--- config.mk ---
export PLATFORM = sky130hd
export DESIGN_NAME = nearest_point_search_with_ties_unit
export DESIGN_NICKNAME = d
export VERILOG_FILES = /design/src/design/npswt_pkg.sv /design/src/design/npswt_dist.sv /design/src/design/npswt_list.sv /design/src/design/nearest_point_search_with_ties_unit.sv
export VERILOG_INCLUDE_DIRS = /design/src /design/src/design
export SDC_FILE = /design/constraint.sdc
export NUM_CORES = 2
export LEC_CHECK = 0
export BUFFER_PORTS_ARGS = -buffer_cell sky130_fd_sc_hd__buf_2
export CORE_ASPECT_RATIO = 0.5
export CORE_MARGIN = 10
export CORE_UTILIZATION = 35
export CTS_CLUSTER_DIAMETER = 150
export DETAILED_ROUTE_END_ITERATION = 10
export GPL_ROUTABILITY_DRIVEN = 0
export SETUP_SLACK_MARGIN = 0.5
export SYNTH_ARGS = -nofsm -noshare
export SYNTH_HDL_FRONTEND = slang
export SYNTH_SLANG_ARGS = --single-unit
--- constraint.sdc ---
create_clock -name clk -period 24 [get_ports clk]
set_clock_uncertainty 0.2 [all_clocks]
set_input_delay 7.2 -clock clk [delete_from_list [all_inputs] [get_ports clk]]
set_output_delay 7.2 -clock clk [all_outputs]
set_load 0.02 [all_outputs]
--- src/design/nearest_point_search_with_ties_unit_assert.svh ---
// ----------------------------------------------------------------------------
// Assertion macros for the nearest point search unit
// Concurrent checks that compile away when SYNTH is defined.
// ----------------------------------------------------------------------------
`ifndef NEAREST_POINT_SEARCH_WITH_TIES_UNIT_ASSERT_SVH
`define NEAREST_POINT_SEARCH_WITH_TIES_UNIT_ASSERT_SVH

`ifndef SYNTH
`define NPSWT_ASSERT_IMPL(label, clk, rst_n, ante, cons) \
  label: assert property (@(posedge clk) disable iff (!rst_n) (ante) |-> (cons)) \
    else $error("npswt: implication check failed");
`define NPSWT_ASSERT_NEVER(label, clk, rst_n, expr) \
  label: assert property (@(posedge clk) disable iff (!rst_n) !(expr)) \
    else $error("npswt: forbidden condition seen");
`else
`define NPSWT_ASSERT_IMPL(label, clk, rst_n, ante, cons)
`define NPSWT_ASSERT_NEVER(label, clk, rst_n, expr)
`endif

`endif

--- src/design/npswt_pkg.sv ---
// ----------------------------------------------------------------------------
// npswt_pkg
// Types and constants shared by the nearest point search unit.
// ----------------------------------------------------------------------------
package npswt_pkg;

  localparam int COORD_W = 24;
  localparam int MAG_W   = COORD_W + 1;
  localparam int SQ_W    = 2 * COORD_W + 1;
  localparam int DIST_W  = SQ_W + 1;
  localparam int IDX_W   = 16;
  localparam int COUNT_W = 7;
  localparam int TOL_W   = 16;

  localparam logic [TOL_W-1:0] TOL_RESET = 16'd66;

  localparam int LIST_DEPTH_DEF = 64;
  localparam int INDEX_BITS_DEF = 16;

  localparam logic ACT_QUERY     = 1'b0;
  localparam logic ACT_CANDIDATE = 1'b1;

  typedef struct packed {
    logic                      action;
    logic signed [COORD_W-1:0] coord_x;
    logic signed [COORD_W-1:0] coord_y;
    logic [IDX_W-1:0]          point_index;
    logic                      last_candidate;
  } in_req_t;

  typedef struct packed {
    logic [IDX_W-1:0]   nearest_index;
    logic [COUNT_W-1:0] list_count;
    logic               list_overflow;
    logic               last_of_run;
  } out_res_t;

  typedef struct packed {
    logic              is_query;
    logic              last;
    logic [IDX_W-1:0]  idx;
    logic [DIST_W-1:0] sq_dist;
  } dist_tok_t;

endpackage

--- src/design/npswt_dist.sv ---
// ----------------------------------------------------------------------------
// npswt_dist
// Three-stage squared distance pipeline and query point register.
// ----------------------------------------------------------------------------
module npswt_dist (
  input  logic                  clk,
  input  logic                  rst_n,
  input  logic                  accept,
  input  npswt_pkg::in_req_t    in_req,
  input  logic                  advance,
  output logic                  tok_valid,
  output npswt_pkg::dist_tok_t  tok
);
  import npswt_pkg::*;

  logic signed [COORD_W-1:0] qx_r, qy_r;

  logic              a_valid_r, a_query_r, a_last_r;
  logic [IDX_W-1:0]  a_idx_r;
  logic [MAG_W-1:0]  mag_x_r, mag_y_r;

  logic              b_valid_r, b_query_r, b_last_r;
  logic [IDX_W-1:0]  b_idx_r;
  logic [SQ_W-1:0]   sq_x_r, sq_y_r;

  logic              c_valid_r;
  dist_tok_t         tok_r;

  logic signed [MAG_W-1:0] dx, dy;
  logic [MAG_W-1:0]        mag_x_nxt, mag_y_nxt;
  logic [2*MAG_W-1:0]      prod_x, prod_y;

  // Differences are taken against the query register at acceptance, so a
  // query updates the point seen by every later candidate.
  always_comb begin
    dx = {in_req.coord_x[COORD_W-1], in_req.coord_x} - {qx_r[COORD_W-1], qx_r};
    dy = {in_req.coord_y[COORD_W-1], in_req.coord_y} - {qy_r[COORD_W-1], qy_r};
    mag_x_nxt = dx[MAG_W-1] ? MAG_W'(~dx + 1'b1) : MAG_W'(dx);
    mag_y_nxt = dy[MAG_W-1] ? MAG_W'(~dy + 1'b1) : MAG_W'(dy);
    prod_x = mag_x_r * mag_x_r;
    prod_y = mag_y_r * mag_y_r;
  end

  always_ff @(posedge clk) begin
    if (!rst_n) begin
      qx_r      <= '0;
      qy_r      <= '0;
      a_valid_r <= 1'b0;
      b_valid_r <= 1'b0;
      c_valid_r <= 1'b0;
    end else begin
      if (accept && in_req.action == ACT_QUERY) begin
        qx_r <= in_req.coord_x;
        qy_r <= in_req.coord_y;
      end
      if (advance) begin
        a_valid_r <= accept;
        b_valid_r <= a_valid_r;
        c_valid_r <= b_valid_r;
      end
    end
  end

  always_ff @(posedge clk) begin
    if (advance) begin
      a_query_r <= (in_req.action == ACT_QUERY);
      a_last_r  <= in_req.last_candidate;
      a_idx_r   <= in_req.point_index;
      mag_x_r   <= mag_x_nxt;
      mag_y_r   <= mag_y_nxt;

      b_query_r <= a_query_r;
      b_last_r  <= a_last_r;
      b_idx_r   <= a_idx_r;
      sq_x_r    <= prod_x[SQ_W-1:0];
      sq_y_r    <= prod_y[SQ_W-1:0];

      tok_r.is_query <= b_query_r;
      tok_r.last     <= b_last_r;
      tok_r.idx      <= b_idx_r;
      tok_r.sq_dist  <= DIST_W'(sq_x_r) + DIST_W'(sq_y_r);
    end
  end

  assign tok_valid = c_valid_r;
  assign tok       = tok_r;

endmodule

--- src/design/npswt_list.sv ---
// ----------------------------------------------------------------------------
// npswt_list
// Reference distance compare, tie list memory and result sequencer.
// ----------------------------------------------------------------------------
`include "nearest_point_search_with_ties_unit_assert.svh"

module npswt_list #(
  parameter int LIST_DEPTH = npswt_pkg::LIST_DEPTH_DEF,
  parameter int INDEX_BITS = npswt_pkg::INDEX_BITS_DEF
) (
  input  logic                  clk,
  input  logic                  rst_n,
  input  logic [15:0]           tie_tolerance,
  input  logic                  tok_valid,
  input  npswt_pkg::dist_tok_t  tok,
  output logic                  advance,
  output logic                  out_valid,
  input  logic                  out_ready,
  output npswt_pkg::out_res_t   out_res
);
  import npswt_pkg::*;

  localparam int STORE_W = (INDEX_BITS < IDX_W) ? INDEX_BITS : IDX_W;
  localparam int ADDR_W  = (LIST_DEPTH > 1) ? $clog2(LIST_DEPTH) : 1;
  localparam int CNT_W   = $clog2(LIST_DEPTH + 1);

  typedef enum logic [1:0] {EM_IDLE, EM_READ, EM_LOAD} em_state_t;

  logic [STORE_W-1:0] mem [LIST_DEPTH];
  logic [STORE_W-1:0] rd_data_r;

  logic [CNT_W-1:0]  cnt_r, cnt_nxt;
  logic              ovf_r, ovf_nxt;
  logic [DIST_W-1:0] ref_r, ref_nxt;

  em_state_t         em_state_r;
  logic [CNT_W-1:0]  rd_ptr_r, emit_cnt_r;
  logic              emit_ovf_r;
  logic              out_valid_r;
  out_res_t          out_res_r;

  logic              take, restart, emit_start, wr_en, rd_en, last_entry;
  logic              load_res, ovf_shown;
  logic              dist_lt;
  logic [ADDR_W-1:0] wr_addr;
  logic [DIST_W-1:0] diff;

  // The pipeline is frozen while a list is being sent out.
  assign advance = (em_state_r == EM_IDLE);
  assign take    = tok_valid && advance;
  assign rd_en   = (em_state_r == EM_READ);

  always_comb begin
    dist_lt = tok.sq_dist < ref_r;
    diff    = dist_lt ? (ref_r - tok.sq_dist) : (tok.sq_dist - ref_r);
    cnt_nxt = cnt_r;
    ovf_nxt = ovf_r;
    ref_nxt = ref_r;
    wr_en   = 1'b0;
    wr_addr = cnt_r[ADDR_W-1:0];
    restart = 1'b0;
    if (take) begin
      if (tok.is_query) begin
        cnt_nxt = '0;
        ovf_nxt = 1'b0;
      end else if (cnt_r == '0) begin
        restart = 1'b1;
      end else if (diff < DIST_W'(tie_tolerance)) begin
        if (cnt_r < CNT_W'(LIST_DEPTH)) begin
          wr_en   = 1'b1;
          cnt_nxt = CNT_W'(cnt_r + 1'b1);
        end else begin
          ovf_nxt = 1'b1;
        end
      end else if (dist_lt) begin
        restart = 1'b1;
      end
      if (restart) begin
        ref_nxt = tok.sq_dist;
        wr_en   = 1'b1;
        wr_addr = '0;
        cnt_nxt = CNT_W'(1);
        ovf_nxt = 1'b0;
      end
    end
  end

  assign emit_start = take && !tok.is_query && tok.last;
  assign last_entry = (CNT_W'(rd_ptr_r + 1'b1) == emit_cnt_r);
  assign load_res   = (em_state_r == EM_LOAD) && (!out_valid_r || out_ready);

  always_ff @(posedge clk) begin
    if (!rst_n) begin
      cnt_r <= '0;
      ovf_r <= 1'b0;
      ref_r <= '0;
    end else begin
      ref_r <= ref_nxt;
      if (emit_start) begin
        cnt_r <= '0;
        ovf_r <= 1'b0;
      end else begin
        cnt_r <= cnt_nxt;
        ovf_r <= ovf_nxt;
      end
    end
  end

  always_ff @(posedge clk) begin
    if (wr_en) begin
      mem[wr_addr] <= tok.idx[STORE_W-1:0];
    end
    if (rd_en) begin
      rd_data_r <= mem[rd_ptr_r[ADDR_W-1:0]];
    end
  end

  // One memory read and one output load per listed index.
  always_ff @(posedge clk) begin
    if (!rst_n) begin
      em_state_r  <= EM_IDLE;
      out_valid_r <= 1'b0;
      rd_ptr_r    <= '0;
      emit_cnt_r  <= '0;
      emit_ovf_r  <= 1'b0;
    end else begin
      if (load_res) begin
        out_valid_r <= 1'b1;
      end else if (out_ready) begin
        out_valid_r <= 1'b0;
      end
      case (em_state_r)
        EM_IDLE: begin
          if (emit_start) begin
            rd_ptr_r   <= '0;
            emit_cnt_r <= cnt_nxt;
            emit_ovf_r <= ovf_nxt;
            em_state_r <= EM_READ;
          end
        end
        EM_READ: begin
          em_state_r <= EM_LOAD;
        end
        EM_LOAD: begin
          if (load_res) begin
            out_res_r.nearest_index   <= IDX_W'(rd_data_r);
            out_res_r.list_count      <= COUNT_W'(emit_cnt_r);
            out_res_r.list_overflow   <= emit_ovf_r;
            out_res_r.last_of_run     <= last_entry;
            rd_ptr_r                  <= CNT_W'(rd_ptr_r + 1'b1);
            em_state_r                <= last_entry ? EM_IDLE : EM_READ;
          end
        end
        default: begin
          em_state_r <= EM_IDLE;
        end
      endcase
    end
  end

  assign out_valid = out_valid_r;
  assign out_res   = out_res_r;

  assign ovf_shown = out_valid_r && out_res_r.list_overflow;

  `NPSWT_ASSERT_NEVER(a_cnt_bound, clk, rst_n, cnt_r > CNT_W'(LIST_DEPTH))
  `NPSWT_ASSERT_IMPL(a_list_clear_emit, clk, rst_n, em_state_r != EM_IDLE, cnt_r == '0)
  `NPSWT_ASSERT_IMPL(a_read_in_list, clk, rst_n, em_state_r == EM_READ, rd_ptr_r < emit_cnt_r)
  `NPSWT_ASSERT_IMPL(a_ovf_full, clk, rst_n, ovf_shown, out_res_r.list_count == COUNT_W'(LIST_DEPTH))

endmodule

--- src/design/nearest_point_search_with_ties_unit.sv ---
// ----------------------------------------------------------------------------
// nearest_point_search_with_ties_unit
// Streams a query point and candidate points, and returns the indices of the
// candidates nearest to the query, including those within a tie tolerance.
// The input takes one request per cycle while no list is being sent out. A
// candidate's squared distance is formed in three pipeline stages and meets
// the running reference in the fourth. When the last candidate of a search
// lands there, the input holds while the list is read out of its single-port
// memory, with one read and one output load per listed index and further
// waiting if the output stalls. Input resumes as soon as the final index sits
// in the output register.
// ----------------------------------------------------------------------------
module nearest_point_search_with_ties_unit #(
  parameter int LIST_DEPTH = npswt_pkg::LIST_DEPTH_DEF,
  parameter int INDEX_BITS = npswt_pkg::INDEX_BITS_DEF
) (
  input  logic                 clk,
  input  logic                 rst_n,
  input  logic                 in_valid,
  output logic                 in_ready,
  input  npswt_pkg::in_req_t   in_req,
  output logic                 out_valid,
  input  logic                 out_ready,
  output npswt_pkg::out_res_t  out_res,
  input  logic                 cfg_we,
  input  logic [15:0]          cfg_wdata
);
  import npswt_pkg::*;

  logic [TOL_W-1:0] tol_r;
  logic             advance, tok_valid;
  dist_tok_t        tok;

  always_ff @(posedge clk) begin
    if (!rst_n) begin
      tol_r <= TOL_RESET;
    end else if (cfg_we) begin
      tol_r <= cfg_wdata;
    end
  end

  assign in_ready = advance;

  npswt_dist u_dist (
    .clk       (clk),
    .rst_n     (rst_n),
    .accept    (in_valid && in_ready),
    .in_req    (in_req),
    .advance   (advance),
    .tok_valid (tok_valid),
    .tok       (tok)
  );

  npswt_list #(
    .LIST_DEPTH (LIST_DEPTH),
    .INDEX_BITS (INDEX_BITS)
  ) u_list (
    .clk           (clk),
    .rst_n         (rst_n),
    .tie_tolerance (tol_r),
    .tok_valid     (tok_valid),
    .tok           (tok),
    .advance       (advance),
    .out_valid     (out_valid),
    .out_ready     (out_ready),
    .out_res       (out_res)
  );

endmodule
### Word-level counts from Yosys, hierarchy flattened

Memories as Yosys holds them, arrays and structs flattened. A register that Yosys moved wholly into a read port is not among the register bits.
Cells that the tools add are included.

* memory bits (writable): 1024
* memories kept: 1
* word-level logic and storage cells: 116
* flip-flop bits (word level): 420

Memories
* u_list.mem: depth 64, width 16, rd ports 1, clocked after memory_dff 1, write ports 1, RTL line npswt_list.sv:29 `logic [STORE_W-1:0] mem [LIST_DEPTH];`

* $lt $le $gt $ge: 3
* multiplexer cells: 39
* bitwise gates (word level): 4
* equal/unequal tests: 5
* add/subtract/negate cells: 9
* reduce and logical (&&, ||, !) cells: 19
* $mul: 2

Operators by type and width (number)
* 50-bit subtractor: 2
* 25-bit by 25-bit multiplier with 49-bit output: 2
* 7-bit two-way mux: 8
* 25-bit by 1-bit adder with 25-bit output, second input constant: 2
* 49-bit by 49-bit adder with 50-bit output: 1
* 50-bit by 16-bit less-than comparator with 1-bit output: 1
* 50-bit less-than comparator: 1
* 50-bit two-way mux: 1
* 25-bit NOT: 2
* 24-bit by 24-bit subtractor with 25-bit output: 2
* 24-bit two-way mux: 2
* 1-bit two-way mux: 22
* 7-bit by 1-bit adder with 7-bit output, second input constant: 2
* 7-bit case mux with 2 select lines: 1
* 6-bit two-way mux: 2
* 7-bit == test: 1
* 7-bit zero test: 1
* 7-bit less-than comparator, second input constant: 1
* 1-bit logical AND: 6
* 2-bit case mux with 3 select lines: 1
* 2-bit AND reduction: 3
* 3-bit AND reduction: 2
* 2-bit two-way mux: 2
* 2-bit by 1-bit != test with 1-bit output, second input constant: 2
* 8 further kinds: 11

### Depth between registers and ports, before layout

* word-level depth: 11
* gate-level depth with buffers: 32

### Cells and area by module

A second synthesis with hierarchy kept.

* cells, all modules: 8402
* area total of the unflattened synthesis: 102210.5 um^2

By module, submodules not included
* npswt_dist: area each 51145.3 um^2, cells each 5334, times used 1
* npswt_list: area each 50448.4 um^2, cells each 3016, times used 1
* nearest_point_search_with_ties_unit: area each 616.8 um^2, cells each 52, times used 1

### Least setup slack after synthesis

OpenSTA, ideal clock, no wires.

* path type: flip-flop to output port
* from: register u_list.em_state_r[1]
* to: output in_ready
* stages on the path, launching flop included: 2
* arrival: 11.163 ns
* slack: 5.437 ns
* path through: dfxtp_1 nor2_1

* word-level cells in the longest chain between the ends: 1

Ends and longest elaborated chain
* start, declared: RTL line npswt_list.sv:36 `em_state_t em_state_r;`
* start signal, assigned: RTL line npswt_list.sv:151 `em_state_r <= last_entry ? EM_IDLE : EM_READ;`
* 2-bit zero test: RTL line npswt_list.sv:49 `assign advance = (em_state_r == EM_IDLE);`
* end, declared: RTL line nearest_point_search_with_ties_unit.sv:20 `output logic in_ready,`

Every way passes these cells.

### Worst setup path in the final report

* from: input in_req[41] in the netlist's numbering
* to: register u_dist.mag_x_r[22] (data pin)

* word-level cells in the longest chain between the ends: 4

Ends and longest elaborated chain
* start, declared: RTL line nearest_point_search_with_ties_unit.sv:21 `input npswt_pkg::in_req_t in_req,`
* 24-bit by 24-bit subtractor with 25-bit output *: RTL line npswt_dist.sv:36 `dx = {in_req.coord_x[COORD_W-1], in_req.coord_x} - {qx_r[COORD_W-1], qx_r};`
* 25-bit NOT: RTL line npswt_dist.sv:38 `mag_x_nxt = dx[MAG_W-1] ? MAG_W'(~dx + 1'b1) : MAG_W'(dx);`
* 25-bit by 1-bit adder with 25-bit output: RTL line npswt_dist.sv:38
* 24-bit two-way mux *: RTL line npswt_dist.sv:38
* named net u_dist.mag_x_nxt[22]: RTL line npswt_dist.sv:30 `logic [MAG_W-1:0] mag_x_nxt, mag_y_nxt;`
* end signal, assigned: RTL line npswt_dist.sv:69 `mag_x_r <= mag_x_nxt;`
* end, declared: RTL line npswt_dist.sv:20 `logic [MAG_W-1:0] mag_x_r, mag_y_r;`

Mark *: on every way through the listed nets, which the timed path passes. The rest lies on a longest branch.
A chain may end at the register's enable or synchronous reset.

==> qor.yml <==
rsz0062_at_grt: "false"
max_slew_margin_pct: 16.07
min_path_cells: 0
max_freq_mhz: 89.83
core_um2: 283700
finalSetupViolCount: 0
wirelength_mm: 241.1
ys.flop_type: "edfxtp_1"
cts_hold_buffers: 0
syn-cell-area_um2: 100000
syn_avg_cell_area_um2: 12.33
synth_xor_area_share_pct: 2.426
reg2regPathDepth: 29
hp-start: "u_dist.b_idx_r[1]$_DFFE_PP_"
portBuffers: 113
drive_above_1_share_pct: 10.27
final_nets: 9804
crit_arrival_ns: 11.42
start_util_pct: 35.25
cts-root-buf: "clkbuf_16"
die_w_um: 776.0
crit_path_start_kind: "primary input"
synthAdderAreaFrac_pct: 26.06
outcome: "complete, no violations"
finalCriticalPeriod_ns: 11.13
drcViolationCount: 0
maxCapViolCount: 0
crit_type: "in -> reg"
synth_edf_count: 1315
period_share_pct: 46.38
die_y_um: 398.0
synth_compound_area_share_pct: 6.331
numClockSinks: 1458
synth-seq-cells: 1458
clock_latency_ns: 0.76
synth_cell_types: 96
syn-instance-count: 8108
cts_tree: "built"
dpl.cell_count: 11830
areaGrowthSynthToFinish_pct: 9.609
r2r_slack_ns: 14.83
dr.pass1.iters: 5
hold_violations: 0
cts.path.max_buffers: 4
cts.htree.levels: 4
antenna_found_initial: 16
timing.rr.start: "u_dist.tok[0]$_DFFE_PP_"
finalMaxSlewViolations: 0
final_util_pct: 38.64
gr-total-overflow: 0
synth_area_leaders: "edfxtp_1, fa_1, mux4_2, ha_1, inv_1"
vias: 60370
nFillCells: 26930
endpoint_kind: "register"
wl_per_cell_um: 19.97
post-cts-setup-buffers: 0
ant_nets: 0
ys_top_cells_by_count: "inv_1, edfxtp_1, fa_1"
yosys_warnings: 0
gr-usage-all-layers_pct: 15.54
syn-num-nets: 9716
synth_top_area_share_pct: 39.49
synth_top_family_by_area: "adder cells"
ios: 114
first_global_vias: 63790
cts_made_buffers: 141
ctsResizeCount: 0
critPathMaxFanout: 6
viasPerCell: 5.000
synthSimpleGateAreaFrac_pct: 7.823
holdCritPathClass: "reg -> reg"
seq_area_frac_synth_pct: 42.35
grt_pass1_wl_mm: 377.5
hold_end: "u_dist.tok[51]$_DFFE_PP_"
dpl.hpwl_mm: 172.9
grt_max_degree: 104
yosysMostFrequentCell: "inv_1"
clk_pin_slew_ns: 0.07
final_cells: 12070
postSynth.asyncResetShare_pct: 0
dieArea_um2: 308800
rows: 138
yosys.area.top_type: "edfxtp_1"
synth_mux_area_share_pct: 7.977
crit_required_ns: 24.28
r2r_end: "u_list.mem[7][0]$_DFFE_PP_"
worst_slew_pin_slew_ns: 1.257
drt_iter0_drc: 4682
finalSetupTns_ns: 0
-- layout by cell type (no fill, tap or decap), types with 31 or more instances in the layout --
cell type,synthesis,layout
ha_1,585,585
inv_1,1544,1544
nand4_1,43,43
xor2_1,91,91
nor2_1,322,304
fa_1,936,936
mux4_2,337,337
a21oi_1,383,382
clkbuf_1,214,31
a21o_1,104,104
nor2b_1,48,47
clkbuf_16,0,144
a31oi_1,42,42
and2_1,272,272
o21a_1,40,40
mux2i_1,32,32
dfxtp_1,143,139
a211oi_1,31,31
o21bai_1,47,47
o21ai_0,204,204
buf_2,37,113
xnor2_1,186,186
nor3_1,55,55
or3_1,71,71
buf_4,9,136
edfxtp_1,1315,1315
nand3_1,66,64
nand2b_1,34,34
nand2_1,578,578
-- worst max-delay path, cell delays in order --
cell	delay, ns
buf_2	0.13
inv_1	0.06
ha_1	0.16
inv_1	0.05
fa_1	0.40
a21o_1	0.18
a21oi_1	0.22
nor2b_1	0.08
o21ai_0	0.21
a21oi_1	0.24
and2_1	0.26
or3_1	0.39
a31oi_1	0.22
nand2_1	0.14
or4_1	0.52
nor4_1	0.55
nand4bb_1	0.21
nand2_1	0.13
xnor2_1	0.06
-- layout make-up --
type	count	area, µm²	share of cell area [%]
antenna	4	10.01	0.009132
inverter	1545	5802	5.293
tap	3780	4730	4.315
sequential	1458	42370	38.65
multi-input combinational	4800	50710	46.26
clock buffer	179	3775	3.444
timing repair buffer	250	1607	1.466
clock inverter	58	618.1	0.5639
-- flip-flops by register name, indices dropped and copies added, names as in the netlist, 24 cells and up --
signal          count
u_list.ref_r       50
u_dist.tok         68
u_dist.sq_x_r      48
u_dist.sq_y_r      48
u_dist.mag_y_r     25
u_dist.qx_r        24
u_dist.qy_r        24
u_dist.mag_x_r     25
u_list.mem       1024
u_list.out_res     25
-- cells by family after synthesis --
logic type	after synthesis
muxes	375
xor gates and xnor gates	277
AOI/OAI and AO/OA	1021
buffers and inverters	1850
DFF	1458
adders and majority gates	1521
and+or+nand+nor	1606
-- how the worst max path moves through the flow --
stage / end / from / slack, ns / cells past startpoint
after floorplan: in_ready / u_list.em_state_r[1]$_SDFFE_PN0P_ / 5.44 / 1
after global placement: u_dist.mag_x_r[22]$_DFFE_PP_ / in_req[41] / 12.16 / 19
after detailed placement: u_dist.mag_x_r[22]$_DFFE_PP_ / in_req[41] / 12.13 / 19
after CTS: u_dist.mag_x_r[22]$_DFFE_PP_ / in_req[41] / 12.91 / 19
after global routing: u_dist.mag_x_r[24]$_SDFFCE_PP0P_ / in_req[41] / 12.44 / 18
final: u_dist.mag_x_r[22]$_DFFE_PP_ / in_req[41] / 12.87 / 19
-- layer usage --
metal	GRT usage [%]	vias to the layer above	part of all wire, %
li1	-	27600	-
met1	21.47	30830	45
met2	25.90	1614	47
met3	2.444	329	5.7
met4	3.357	2	2.3
met5	0	-	0.0050
-- metrics by stage --
stage | area [µm²] | worst slack, ns | hold slack (ns)
floorplan | 100000 | 5.437 | 0.2003
global placement | 105200 | 12.16 | 0.2038
detailed placement | 105200 | 12.13 | 0.2045
CTS | 109600 | 12.91 | 0.1998
global route | 109600 | 12.44 | 0.2089
finish | 109600 | 12.87 | 0.2029
Power is not shown: default switching activity piles up to over one toggle a cycle in this logic, so the estimate is an artifact.
